$ cat config.mk
export PLATFORM = sky130hd
export DESIGN_NAME = dual_stack_with_append_core
export DESIGN_NICKNAME = d
export VERILOG_FILES = /design/src/hdl/dsa_pkg.sv /design/src/hdl/dsa_ctrl.sv /design/src/hdl/dsa_dp.sv /design/src/hdl/dual_stack_with_append_core.sv
export SDC_FILE = /design/constraint.sdc
export NUM_CORES = 1
export LEC_CHECK = 0
export BUFFER_PORTS_ARGS = -buffer_cell sky130_fd_sc_hd__buf_2
export CORE_AREA = 2 2 206 208
export CTS_BUF_LIST = sky130_fd_sc_hd__clkbuf_8
export DETAILED_ROUTE_END_ITERATION = 7
export DIE_AREA = 0 0 208 210
export GPL_ROUTABILITY_DRIVEN = 1
export PLACE_DENSITY_LB_ADDON = 0.12
export SYNTH_ARGS = -nofsm -noshare
export SYNTH_HDL_FRONTEND = slang
export SYNTH_SLANG_ARGS = --single-unit
$ cat constraint.sdc
create_clock -name clk -period 5.8 [get_ports clk]
set_input_delay 0.87 -clock clk [delete_from_list [all_inputs] [get_ports clk]]
set_output_delay 0.87 -clock clk [all_outputs]
set_load 0.02 [all_outputs]
$ cat src/hdl/dsa_pkg.sv
// Shared types and constants for the dual stack with append block.
// Used by dsa_ctrl, dsa_dp and dual_stack_with_append_core; no dependencies.
package dsa_pkg;

	localparam int FIRST_DEPTH_DEF  = 8;
	localparam int SECOND_DEPTH_DEF = 8;

	typedef enum logic [1:0] {
		OP_PUSH   = 2'd0,
		OP_POP    = 2'd1,
		OP_APPEND = 2'd2
	} dsa_op_t;

	typedef enum logic [2:0] {
		ST_OK           = 3'd0,
		ST_FULL         = 3'd1,
		ST_EMPTY        = 3'd2,
		ST_APPEND_EMPTY = 3'd3,
		ST_NO_FIT       = 3'd4
	} dsa_status_t;

	typedef enum logic [2:0] {
		S_IDLE,
		S_EXEC,
		S_POP_RD,
		S_COPY,
		S_RESP
	} dsa_state_t;

	// Commands from the controller to the datapath.
	typedef struct packed {
		logic load;
		logic exec;
		logic pop_cap;
		logic copy;
	} dsa_ctl_t;

	// Status from the datapath to the controller.
	typedef struct packed {
		logic go_pop;
		logic go_copy;
		logic copy_done;
	} dsa_stat_t;

endpackage

$ cat src/hdl/dsa_ctrl.sv
// Controller state machine for the dual stack with append block.
// Depends on dsa_pkg; drives dsa_dp through dsa_ctl_t and reads dsa_stat_t.
module dsa_ctrl (
	input  logic               clk,
	input  logic               arst_n,
	input  logic               start,
	input  dsa_pkg::dsa_stat_t stat,
	output dsa_pkg::dsa_ctl_t  ctl,
	output logic               busy,
	output logic               done
);
	import dsa_pkg::*;

	dsa_state_t state_q;
	dsa_state_t state_nxt;

	always_ff @(posedge clk or negedge arst_n) begin
		if (!arst_n) begin
			state_q <= S_IDLE;
		end else begin
			state_q <= state_nxt;
		end
	end

	always_comb begin
		state_nxt = state_q;
		ctl       = '0;
		busy      = 1'b1;
		done      = 1'b0;
		case (state_q)
			S_IDLE: begin
				busy = 1'b0;
				if (start) begin
					ctl.load  = 1'b1;
					state_nxt = S_EXEC;
				end
			end
			S_EXEC: begin
				ctl.exec = 1'b1;
				if (stat.go_pop) begin
					state_nxt = S_POP_RD;
				end else if (stat.go_copy) begin
					state_nxt = S_COPY;
				end else begin
					state_nxt = S_RESP;
				end
			end
			S_POP_RD: begin
				ctl.pop_cap = 1'b1;
				state_nxt   = S_RESP;
			end
			S_COPY: begin
				ctl.copy = 1'b1;
				if (stat.copy_done) begin
					state_nxt = S_RESP;
				end
			end
			S_RESP: begin
				// The result registers hold through this cycle, so a new word
				// can be taken while the result is shown.
				done = 1'b1;
				busy = 1'b0;
				if (start) begin
					ctl.load  = 1'b1;
					state_nxt = S_EXEC;
				end else begin
					state_nxt = S_IDLE;
				end
			end
			default: begin
				state_nxt = S_IDLE;
			end
		endcase
	end

endmodule

$ cat src/hdl/dsa_dp.sv
// Datapath for the dual stack with append block: both stack memories, the
// counts, the copy engine and the result registers. Depends on dsa_pkg.
module dsa_dp #(
	parameter int FIRST_DEPTH  = dsa_pkg::FIRST_DEPTH_DEF,
	parameter int SECOND_DEPTH = dsa_pkg::SECOND_DEPTH_DEF
) (
	input  logic               clk,
	input  logic               arst_n,
	input  dsa_pkg::dsa_ctl_t  ctl,
	output dsa_pkg::dsa_stat_t stat,
	input  logic [1:0]         cmd,
	input  logic               which_stack,
	input  logic signed [31:0] push_value,
	output logic [2:0]         status,
	output logic signed [31:0] pop_value,
	output logic               append_target
);
	import dsa_pkg::*;

	localparam int CW1  = $clog2(FIRST_DEPTH + 1);
	localparam int CW2  = $clog2(SECOND_DEPTH + 1);
	localparam int AW1  = (FIRST_DEPTH > 1) ? $clog2(FIRST_DEPTH) : 1;
	localparam int AW2  = (SECOND_DEPTH > 1) ? $clog2(SECOND_DEPTH) : 1;
	localparam int XW   = (CW1 > CW2) ? CW1 : CW2;
	localparam int SUMW = XW + 1;

	logic [31:0] f_mem [FIRST_DEPTH];
	logic [31:0] s_mem [SECOND_DEPTH];
	logic [31:0] f_rdata_q;
	logic [31:0] s_rdata_q;

	logic [1:0]  cmd_q;
	logic        sel_q;
	logic [31:0] push_value_q;

	logic [CW1-1:0] first_cnt_q;
	logic [CW2-1:0] second_cnt_q;

	logic [XW-1:0] len_q;
	logic [XW-1:0] rd_idx_q;
	logic [XW-1:0] wr_idx_q;
	logic          wr_pend_q;
	logic          to_second_q;

	logic [2:0]  status_q;
	logic [31:0] pop_value_q;
	logic        target_q;

	logic [SUMW-1:0] total;
	logic f_full, s_full, f_empty, s_empty;
	logic is_push, is_pop, is_app;
	logic push_ok, pop_ok, both, fit_second, fit_first, copy_go, copy_done;
	logic [2:0] status_nxt;

	logic           f_we, s_we;
	logic [AW1-1:0] f_waddr, f_raddr;
	logic [AW2-1:0] s_waddr, s_raddr;
	logic [31:0]    f_wdata, s_wdata;

	always_comb begin
		f_full     = first_cnt_q == CW1'(FIRST_DEPTH);
		s_full     = second_cnt_q == CW2'(SECOND_DEPTH);
		f_empty    = first_cnt_q == '0;
		s_empty    = second_cnt_q == '0;
		total      = SUMW'(first_cnt_q) + SUMW'(second_cnt_q);
		fit_second = total <= SUMW'(SECOND_DEPTH);
		fit_first  = total <= SUMW'(FIRST_DEPTH);
		is_push    = cmd_q == OP_PUSH;
		is_pop     = cmd_q == OP_POP;
		is_app     = cmd_q == OP_APPEND;
		push_ok    = is_push && !(sel_q ? s_full : f_full);
		pop_ok     = is_pop && !(sel_q ? s_empty : f_empty);
		both       = !f_empty && !s_empty;
		copy_go    = is_app && both && (fit_second || fit_first);
		copy_done  = (rd_idx_q == len_q) && !wr_pend_q;

		if (is_push) begin
			status_nxt = push_ok ? ST_OK : ST_FULL;
		end else if (is_pop) begin
			status_nxt = pop_ok ? ST_OK : ST_EMPTY;
		end else if (is_app) begin
			if (!both) begin
				status_nxt = ST_APPEND_EMPTY;
			end else if (copy_go) begin
				status_nxt = ST_OK;
			end else begin
				status_nxt = ST_NO_FIT;
			end
		end else begin
			status_nxt = ST_OK;
		end

		stat.go_pop    = pop_ok;
		stat.go_copy   = copy_go;
		stat.copy_done = copy_done;
	end

	// Memory ports: a push or a copy write, a pop or a copy read.
	always_comb begin
		f_we    = (ctl.exec && push_ok && !sel_q) || (ctl.copy && !to_second_q && wr_pend_q);
		f_waddr = ctl.copy ? AW1'(XW'(first_cnt_q) + wr_idx_q) : AW1'(first_cnt_q);
		f_wdata = ctl.copy ? s_rdata_q : push_value_q;
		f_raddr = ctl.copy ? AW1'(rd_idx_q) : AW1'(first_cnt_q - 1'b1);

		s_we    = (ctl.exec && push_ok && sel_q) || (ctl.copy && to_second_q && wr_pend_q);
		s_waddr = ctl.copy ? AW2'(XW'(second_cnt_q) + wr_idx_q) : AW2'(second_cnt_q);
		s_wdata = ctl.copy ? f_rdata_q : push_value_q;
		s_raddr = ctl.copy ? AW2'(rd_idx_q) : AW2'(second_cnt_q - 1'b1);
	end

	always_ff @(posedge clk) begin
		if (f_we) begin
			f_mem[f_waddr] <= f_wdata;
		end
		f_rdata_q <= f_mem[f_raddr];
	end

	always_ff @(posedge clk) begin
		if (s_we) begin
			s_mem[s_waddr] <= s_wdata;
		end
		s_rdata_q <= s_mem[s_raddr];
	end

	// Input word and result registers.
	always_ff @(posedge clk) begin
		if (ctl.load) begin
			cmd_q        <= cmd;
			sel_q        <= which_stack;
			push_value_q <= push_value;
		end
		if (ctl.exec) begin
			status_q    <= status_nxt;
			pop_value_q <= '0;
			target_q    <= copy_go && fit_second;
		end
		if (ctl.pop_cap) begin
			pop_value_q <= sel_q ? s_rdata_q : f_rdata_q;
		end
	end

	always_ff @(posedge clk or negedge arst_n) begin
		if (!arst_n) begin
			first_cnt_q  <= '0;
			second_cnt_q <= '0;
			len_q        <= '0;
			rd_idx_q     <= '0;
			wr_idx_q     <= '0;
			wr_pend_q    <= 1'b0;
			to_second_q  <= 1'b0;
		end else if (ctl.exec) begin
			if (push_ok) begin
				if (sel_q) begin
					second_cnt_q <= second_cnt_q + 1'b1;
				end else begin
					first_cnt_q <= first_cnt_q + 1'b1;
				end
			end
			if (pop_ok) begin
				if (sel_q) begin
					second_cnt_q <= second_cnt_q - 1'b1;
				end else begin
					first_cnt_q <= first_cnt_q - 1'b1;
				end
			end
			if (copy_go) begin
				to_second_q <= fit_second;
				len_q       <= fit_second ? XW'(first_cnt_q) : XW'(second_cnt_q);
				rd_idx_q    <= '0;
				wr_idx_q    <= '0;
				wr_pend_q   <= 1'b0;
			end
		end else if (ctl.copy) begin
			// One source word is read per cycle and written to the top of the
			// other stack in the following cycle.
			if (rd_idx_q != len_q) begin
				rd_idx_q  <= rd_idx_q + 1'b1;
				wr_pend_q <= 1'b1;
			end else begin
				wr_pend_q <= 1'b0;
			end
			if (wr_pend_q) begin
				wr_idx_q <= wr_idx_q + 1'b1;
			end
			if (copy_done) begin
				if (to_second_q) begin
					second_cnt_q <= CW2'(XW'(second_cnt_q) + len_q);
				end else begin
					first_cnt_q <= CW1'(XW'(first_cnt_q) + len_q);
				end
			end
		end
	end

	assign status        = status_q;
	assign pop_value     = pop_value_q;
	assign append_target = target_q;

endmodule

$ cat src/hdl/dual_stack_with_append_core.sv
// Top level of the dual stack with append block.
// Depends on dsa_pkg, dsa_ctrl and dsa_dp.
//
// A command word (cmd, which_stack, push_value) is taken at a rising edge
// with start high and busy low. Each command gives one result word on
// status, pop_value and append_target, marked by done, which is high for
// a single cycle. The receiver cannot stall; the result registers hold
// until the next command executes.
// From the accepting edge to the done cycle, push, a rejected pop or
// append, and the unused code pass through the execute and response
// states; a successful pop adds a read state, as the stack memory has a
// registered read port. A copying append adds a copy state, where the
// copy engine moves one word per cycle over the source read port and the
// target write port. busy is low again in the done cycle, so a new
// command can follow right behind.
// Reset clears both counts and returns the controller to idle; the stack
// memories are not cleared and need no clearing pass.
module dual_stack_with_append_core #(
	parameter int FIRST_DEPTH  = dsa_pkg::FIRST_DEPTH_DEF,
	parameter int SECOND_DEPTH = dsa_pkg::SECOND_DEPTH_DEF
) (
	input  logic               clk,
	input  logic               arst_n,
	input  logic               start,
	output logic               busy,
	input  logic [1:0]         cmd,
	input  logic               which_stack,
	input  logic signed [31:0] push_value,
	output logic               done,
	output logic [2:0]         status,
	output logic signed [31:0] pop_value,
	output logic               append_target
);
	import dsa_pkg::*;

	dsa_ctl_t  ctl;
	dsa_stat_t stat;

	dsa_ctrl u_ctrl (
		.clk    (clk),
		.arst_n (arst_n),
		.start  (start),
		.stat   (stat),
		.ctl    (ctl),
		.busy   (busy),
		.done   (done)
	);

	dsa_dp #(
		.FIRST_DEPTH  (FIRST_DEPTH),
		.SECOND_DEPTH (SECOND_DEPTH)
	) u_dp (
		.clk           (clk),
		.arst_n        (arst_n),
		.ctl           (ctl),
		.stat          (stat),
		.cmd           (cmd),
		.which_stack   (which_stack),
		.push_value    (push_value),
		.status        (status),
		.pop_value     (pop_value),
		.append_target (append_target)
	);

endmodule
==> results of run 1 <==
[stage by stage]
stage	instance area (um2)	setup WS (ns)	cells	util
after floorplan	26220	1.310	1377	-
after global placement	27270	2.161	1956	0.6576
after detailed placement	27270	2.064	1956	0.6576
after CTS	29260	2.082	2149	0.7055
after global routing	29260	1.861	2149	0.7055
final	29270	2.148	2151	0.7056
[metal layers]
layer / vias up / track usage / part of all wire
met1: 6732 / 0.3485 / 0.41
met2: 548 / 0.4183 / 0.49
met3: 101 / 0.05274 / 0.063
li1: 5751 / - / -
met4: 0 / 0.1047 / 0.033
met5: - / 0 / 0
[cell type report]
| type | instances | area [um2] | area share |
|---|---|---|---|
| Clock buffer | 121 | 1665 | 0.05690 |
| Antenna cell | 2 | 5.005 | 0.0001710 |
| Sequential cell | 671 | 19390 | 0.6625 |
| Tap cell | 539 | 674.4 | 0.02304 |
| Clock inverter | 72 | 321.6 | 0.01099 |
| Inverter | 12 | 45.04 | 0.001539 |
| Multi-Input combinational cell | 632 | 6564 | 0.2243 |
| Timing Repair Buffer | 102 | 603.1 | 0.02061 |
[cells by family (layout without fill, tap and decap cells)]
kind of cell | count (synthesis) | count (layout)
AOI/OAI and AO/OA | 61 | 61
other | 0 | 2
muxes | 235 | 235
adders and majority gates | 23 | 23
DFF | 671 | 671
buffers and inverters | 74 | 307
xor gates and xnor gates | 18 | 18
and+or+nand+nor | 295 | 295
[power breakdown]
group / total, uW / leakage [uW] / internal, uW / switching, uW
registers: 6690 / 0.00614 / 6190 / 496
logic: 5170 / 0.00305 / 2460 / 2710
clock network: 3670 / 0.00117 / 1900 / 1770
[sequential cells by signal, summed over array words and instances (netlist names)]
register	flops
u_dp.pop_value	32
u_dp.second_cnt_q	4
u_dp.sel_q	1
u_dp.first_cnt_q	4
u_dp.wr_pend_q	1
u_dp.s_rdata_q	32
u_dp.cmd_q	2
u_dp.append_target	1
u_dp.wr_idx_q	3
u_dp.f_rdata_q	32
u_dp.s_mem	256
u_dp.len_q	4
u_dp.status	3
u_dp.rd_idx_q	4
u_ctrl.state_q	3
u_dp.to_second_q	1
u_dp.f_mem	256
u_dp.push_value_q	32
[synth_stat cells (all sizes together) (2+ instances only)]
| master | count |
|---|---|
| nor3 | 6 |
| o41ai | 2 |
| a311oi | 3 |
| and2 | 5 |
| mux2 | 69 |
| mux2i | 38 |
| nor2 | 58 |
| nor2b | 5 |
| fa | 5 |
| xnor2 | 13 |
| o21ai | 15 |
| dfxtp | 64 |
| xor2 | 5 |
| or3b | 4 |
| and3 | 5 |
| nand3 | 12 |
| a22o | 3 |
| mux4 | 128 |
| nor4b | 2 |
| a21o | 3 |
| o22ai | 2 |
| nand2b | 2 |
| a22oi | 2 |
| clkbuf | 14 |
| edfxtp | 583 |
| or2 | 2 |
| buf | 48 |
| a21oi | 10 |
| nor3b | 6 |
| dfrtp | 24 |
| nand2 | 179 |
| nand4 | 2 |
| and3b | 2 |
| ha | 18 |
| a211oi | 5 |
| inv | 12 |
| nand3b | 2 |
| o311ai | 3 |
[critical path: stages (launching register included)]
cell and delay [ns]:
dfrtp_1 0.60, inv_1 0.20, ha_1 0.39, o21ai_4 0.83, buf_4 0.58, mux4_1 0.62
mux2_2 0.28
[cell usage in the layout, fill, tap and decap left out, types with 13 or more instances in the layout]
| cell type | Yosys | layout |
|---|---|---|
| edfxtp_1 | 583 | 583 |
| nand2_1 | 178 | 177 |
| clkbuf_8 | 0 | 121 |
| mux4_2 | 92 | 92 |
| buf_2 | 28 | 75 |
| mux2_2 | 69 | 69 |
| dfxtp_1 | 64 | 64 |
| nor2_1 | 58 | 52 |
| inv_1 | 12 | 52 |
| mux2i_1 | 38 | 38 |
| mux4_1 | 36 | 36 |
| buf_4 | 0 | 25 |
| dfrtp_1 | 24 | 24 |
| ha_1 | 18 | 18 |
| clkinv_1 | 0 | 15 |
| xnor2_1 | 13 | 13 |
[worst paths after layout]
| check | start | end | slack (ns) | cells after the start |
|---|---|---|---|---|
| setup / recovery | u_dp.first_cnt_q[1]$_DFFE_PN0P_ | u_dp.f_rdata_q[13]$_DFF_P_ | 2.15 | 6 |
| max in group asynchronous | arst_n | u_dp.rd_idx_q[1]$_DFFE_PN0P_ | 5.17 | 1 |
| setup reg to reg | u_dp.first_cnt_q[1]$_DFFE_PN0P_ | u_dp.f_rdata_q[13]$_DFF_P_ | 2.15 | 6 |
| hold reg to reg | u_ctrl.state_q[2]$_DFFE_PN0P_ | u_ctrl.state_q[2]$_DFFE_PN0P_ | 0.55 | 1 |
| hold / removal | arst_n | u_dp.second_cnt_q[3]$_DFFE_PN0P_ | 0.20 | 1 |
| min in group clk | push_value[13] | u_dp.push_value_q[13]$_DFFE_PP_ | 0.35 | 1 |
==> summary.md, run 1 <==
| Metric | Value |
|---|---|
| Status | `completed` |
| Setup Skew | `0.03318 ns` |
| Seq/Total Area, Yosys | `0.7395` |
| Period utilization | `0.6296` |
| Worst hold slack | `between 0.15 and 0.2 ns` |
| Max IR drop VDD | `roughly 0.00054 V` |
| CTS tree | `built` |
| Initial antenna violation count | `2` |
| Initial drt markers | `~1400` |
| Share of cells above drive strength 1 | `0.2727` |
| Slew Viols, Final | `0` |
| Setup repair after global routing missed its margin | `false` |
| Vias | `about 13000` |
| Setup Viol. Count Final | `0` |
| #FFs+latches synth | `between 600 and 700` |
| Total Wirelength | `around 55 mm` |
| Total gr overflow | `0` |
| Most common flop cell mapped by yosys | `edfxtp_1` |
| WS Path Type | `reg2reg` |
| Fillers | `approximately 2600` |
| Number of flops mapped to enable cells by yosys | `just under 600` |
| Mean area per synthesized cell | `between 15 and 20 um2` |
| Row count | `75` |
| CP Launch Type | `flip-flop` |
| Setup_tns | `0 ns` |
| Clock-pin slew on the worst setup and hold paths | `about 0.060 ns` |
| Highest Clock Rate | `~270 MHz` |
| Synth area leader | `edfxtp_1` |
| DR vias/cell | `a little over 6` |
| H-tree levels | `3` |
| # resized after CTS | `0` |
| Post-Synth Adder-Cell Area | `0.01241` |
| Synth cell types | `65` |
| Core ar. | `between 40000 and 50000 um2` |
| CTS Buffer Depth | `3` |
| Largest family of logic cells by synthesized area | `multiplexers` |
| Relative slew slack | `0.1699` |
| CP Data Required Time | `~6.4 ns` |
| Gpl congestion | `slightly above 0.9` |
| Drt pass-1 iters | `5` |
| Complex-gate fraction of the synthesized area | `0.01708` |
| Die Wd | `between 200 and 250 um` |
| Leakage power | `between 0.01 and 0.015 uW` |
| Postcts setup bufs | `0` |
| Total track usage | `0.2575` |
| Total power | `15530 uW` |
| Vias in the first global route | `around 13000` |
| Number of I/O port buffers | `75` |
| Synthesized cell area | `around 26000 um2` |
| P per Cell Area | `between 500 and 600 nW/um2` |
| Root buffer cell | `clkbuf_8` |
| Dpl hpwl | `between 30 and 40 mm` |
| Clk_lat worst skew | `roughly 0.69 ns` |
| Crit path capture type | `flip-flop` |
| Synth warn | `0` |
| Mapped Cells | `1377` |
| Hold Path Class | `in2async` |
| Simple-gate share of the synthesized area | `0.04972` |
| Ports placed on the boundary | `between 70 and 80` |
| Final nets | `1583` |
| Detailed-route DRC error count | `0` |
| Crit path arrival time | `around 4.2 ns` |
| Post-route ant nets | `0` |
| Mux share of post-synthesis cell area | `0.1592` |
| Starting Density | `0.6322` |
| Crit-path max FO | `26` |
| Worst Tran Pin Value | `between 1 and 1.5 ns` |
| Post-synth ARST share | `0.03577` |
| Largest net degree at the start of global routing | `67` |
| Xor and xnor area share after synthesis | `0.006013` |
| Tmin final | `roughly 3.7 ns` |
| Sink Count | `~670` |
| # Max-Cap Violations | `0` |
| First-pass GRT wire length | `roughly 82 mm` |
| Routed len/inst | `approximately 26 um` |
| Syn Nets | `about 1400` |
| Top post-synthesis cells by area | `edfxtp_1, mux4_2, dfxtp_1` |
| Die area | `43680 um2` |
| Die height | `210 um` |
| Num CTS Buffers | `between 100 and 150` |
| Area Growth Syn to Fin | `11.62%` |
| Hold Buf Count CTS | `0` |
| Area fraction of the dominant cell type after synthesis | `0.6677` |
| Final hold violations | `0` |
Note: power is estimated with default switching activity, not from simulation.
==> inputs of run 2 (changes only) <==
CORE_AREA = 2 2 216 218   (was 2 2 206 208)
DIE_AREA = 0 0 218 220   (was 0 0 208 210)
clock period = 3.18 ns   (was 5.8 ns; I/O delays follow)
==> summary.md, run 2 (synthesis gave the netlist of run 1 again) <==
| Metric | Value |
|---|---|
| Relative slew slack | `0.2337` |
| Die height | `about 220 um` |
| Buf/Inv on CP | `1` |
| Status | `completed` |
| Starting Density | `0.5717` |
| Leakage power | `between 0.01 and 0.015 uW` |
| Gpl congestion | `0.8369` |
| Dpl hpwl | `~34 mm` |
| CP Cell Sequence | `ha_1, fa_1, o32a_1, nor2_1, o41ai_2, nor3_2, buf_4, mux2_2` |
| Clk_lat worst skew | `about 0.68 ns` |
| Vias | `~13000` |
| Sink Count | `around 670` |
| Total gr overflow | `0` |
| Setup_tns | `0 ns` |
| Row count | `79` |
| Clock-pin slew on the worst setup and hold paths | `approximately 0.060 ns` |
| Drt pass-1 iters | `7` |
| Num CTS Buffers | `~110` |
| Commonest non-fill, non-tap cells in the layout | `edfxtp_1, nand2_1, clkbuf_8, mux4_2, buf_2` |
| Initial antenna violation count | `0` |
| Share of cells above drive strength 1 | `0.2833` |
| CP Data Required Time | `around 3.8 ns` |
| Final hold violations | `0` |
| Routed len/inst | `~25 um` |
| Vias in the first global route | `about 14000` |
| Tmin final | `~2.9 ns` |
| Fin area | `30340 um2` |
| Placed cells | `~2100` |
| Worst Tran Pin Value | `between 1 and 1.5 ns` |
| Crit path max-delay family | `simple AND/OR/NAND/NOR gates` |
| Post-DP Area | `between 20000 and 30000 um2` |
| Max stage delay on crit path | `0.56 ns` |
| Finished Layout Cells | `between 2000 and 2500` |
| Area Growth Syn to Fin | `15.71%` |
| Total power | `roughly 30000 uW` |
| Total Wirelength | `between 50 and 60 mm` |
| Highest Clock Rate | `~340 MHz` |
| Initial drt markers | `just over 1000` |
| P per Cell Area | `962.6 nW/um2` |
| Commonest non-fill, non-tap cell in the layout | `edfxtp_1` |
| CTS Buffer Depth | `3` |
| Antenna cells | `0` |
| Crit-path max FO | `8` |
| Setup Viol. Count Final | `0` |
| WS Path Type | `reg2reg` |
| Max IR drop VDD | `just under 0.0006 V` |
| Crit path capture type | `flip-flop` |
| Total track usage | `0.2444` |
| Largest net degree at the start of global routing | `65` |
| Hold Path Class | `in2async` |
| Detailed-route DRC error count | `0` |
| Slew Viols, Final | `0` |
| Ports placed on the boundary | `76` |
| DR vias/cell | `slightly below 6` |
| CP max stage cell | `nor3_2` |
| Root buffer cell | `clkbuf_8` |
| Setup Skew | `approximately 0.027 ns` |
| Core ar. | `around 46000 um2` |
| Die Wd | `218 um` |
| Top flop regs | `u_dp.f_mem (256), u_dp.s_mem (256)` |
| CP Launch Type | `flip-flop` |
| H-tree levels | `3` |
| Number of I/O port buffers | `75` |
| CTS tree | `built` |
| First-pass GRT wire length | `approximately 85 mm` |
| Die area | `47960 um2` |
| Crit path arrival time | `between 3 and 4 ns` |
| Post-route ant nets | `0` |
| Final nets | `approximately 1700` |
| Setup repair after global routing missed its margin | `false` |
| # Max-Cap Violations | `0` |
| Core Util, Final | `0.6615` |
| Period utilization | `0.9128` |
==> run 2: changes by cell type in the layout (fill, tap and decap cells not counted), sizes merged <==
cell,delta
inv,+4
clkinv,+7
diode,-2
dlygate4sd3,+36
buf,+47
clkinvlp,-2
bufinv,+1
clkbuf,-5
==> run 2: path summary, 6_finish.rpt <==
| kind | slack [ns] | cells past startpoint | start | end |
|---|---|---|---|---|
| hold reg to reg | 0.55 | 1 | u_dp.second_cnt_q[3]$_DFFE_PN0P_ | u_dp.second_cnt_q[3]$_DFFE_PN0P_ |
| setup reg to reg | 0.28 | 8 | u_dp.second_cnt_q[0]$_DFFE_PN0P_ | u_dp.len_q[2]$_DFFE_PN0P_ |
| min in group clk | 0.51 | 2 | push_value[18] | u_dp.push_value_q[18]$_DFFE_PP_ |
| max in group asynchronous | 2.42 | 2 | arst_n | u_ctrl.state_q[2]$_DFFE_PN0P_ |
| hold / removal | 0.34 | 2 | arst_n | u_dp.first_cnt_q[3]$_DFFE_PN0P_ |
| setup / recovery | 0.28 | 8 | u_dp.second_cnt_q[0]$_DFFE_PN0P_ | u_dp.len_q[2]$_DFFE_PN0P_ |
==> run 2: per-layer routing <==
layer	part of all wire	GRT usage
met1	0.43	0.3297
met2	0.51	0.4142
met3	0.050	0.04003
met4	0.016	0.07392
met5	0	0
==> run 2: through the flow <==
step	setup slack, ns	hold slack [ns]
after global routing	0.1312	0.3692
final	0.2772	0.3415
after detailed placement	-0.08690	0.5211
after CTS	0.2615	0.3151
after floorplan	-0.4420	0.1814
after global placement	-0.03132	0.5099
==> run 2: power by group <==
| group | internal (uW) | switching [uW] | leakage, uW | total [uW] |
|---|---|---|---|---|
| Sequential | 11300 | 680 | 0.00614 | 12000 |
| Combinational | 5140 | 5480 | 0.00354 | 10600 |
| Clock | 3420 | 3200 | 0.00119 | 6620 |
| Total | 19800 | 9360 | 0.0109 | 29200 |
==> run 2: timing repair <==
action / CTS / global route
setup endpoints to repair: 2 / 0
hold endpoints to repair: 59 / 0
resized for setup: 1 / 0
hold buffers: 36 / 0
setup buffers: 0 / 0
==> run 2: area by class of cell <==
cell class                 instances  area [um2]
clock buffer                     116        1597
clock inverter                    82       357.8
fill                            3130       15520
inverter                          12       45.04
multi-input combinational        632        6601
sequential                       671       19390
tap                              607       759.5
timing repair buffer             185        1592
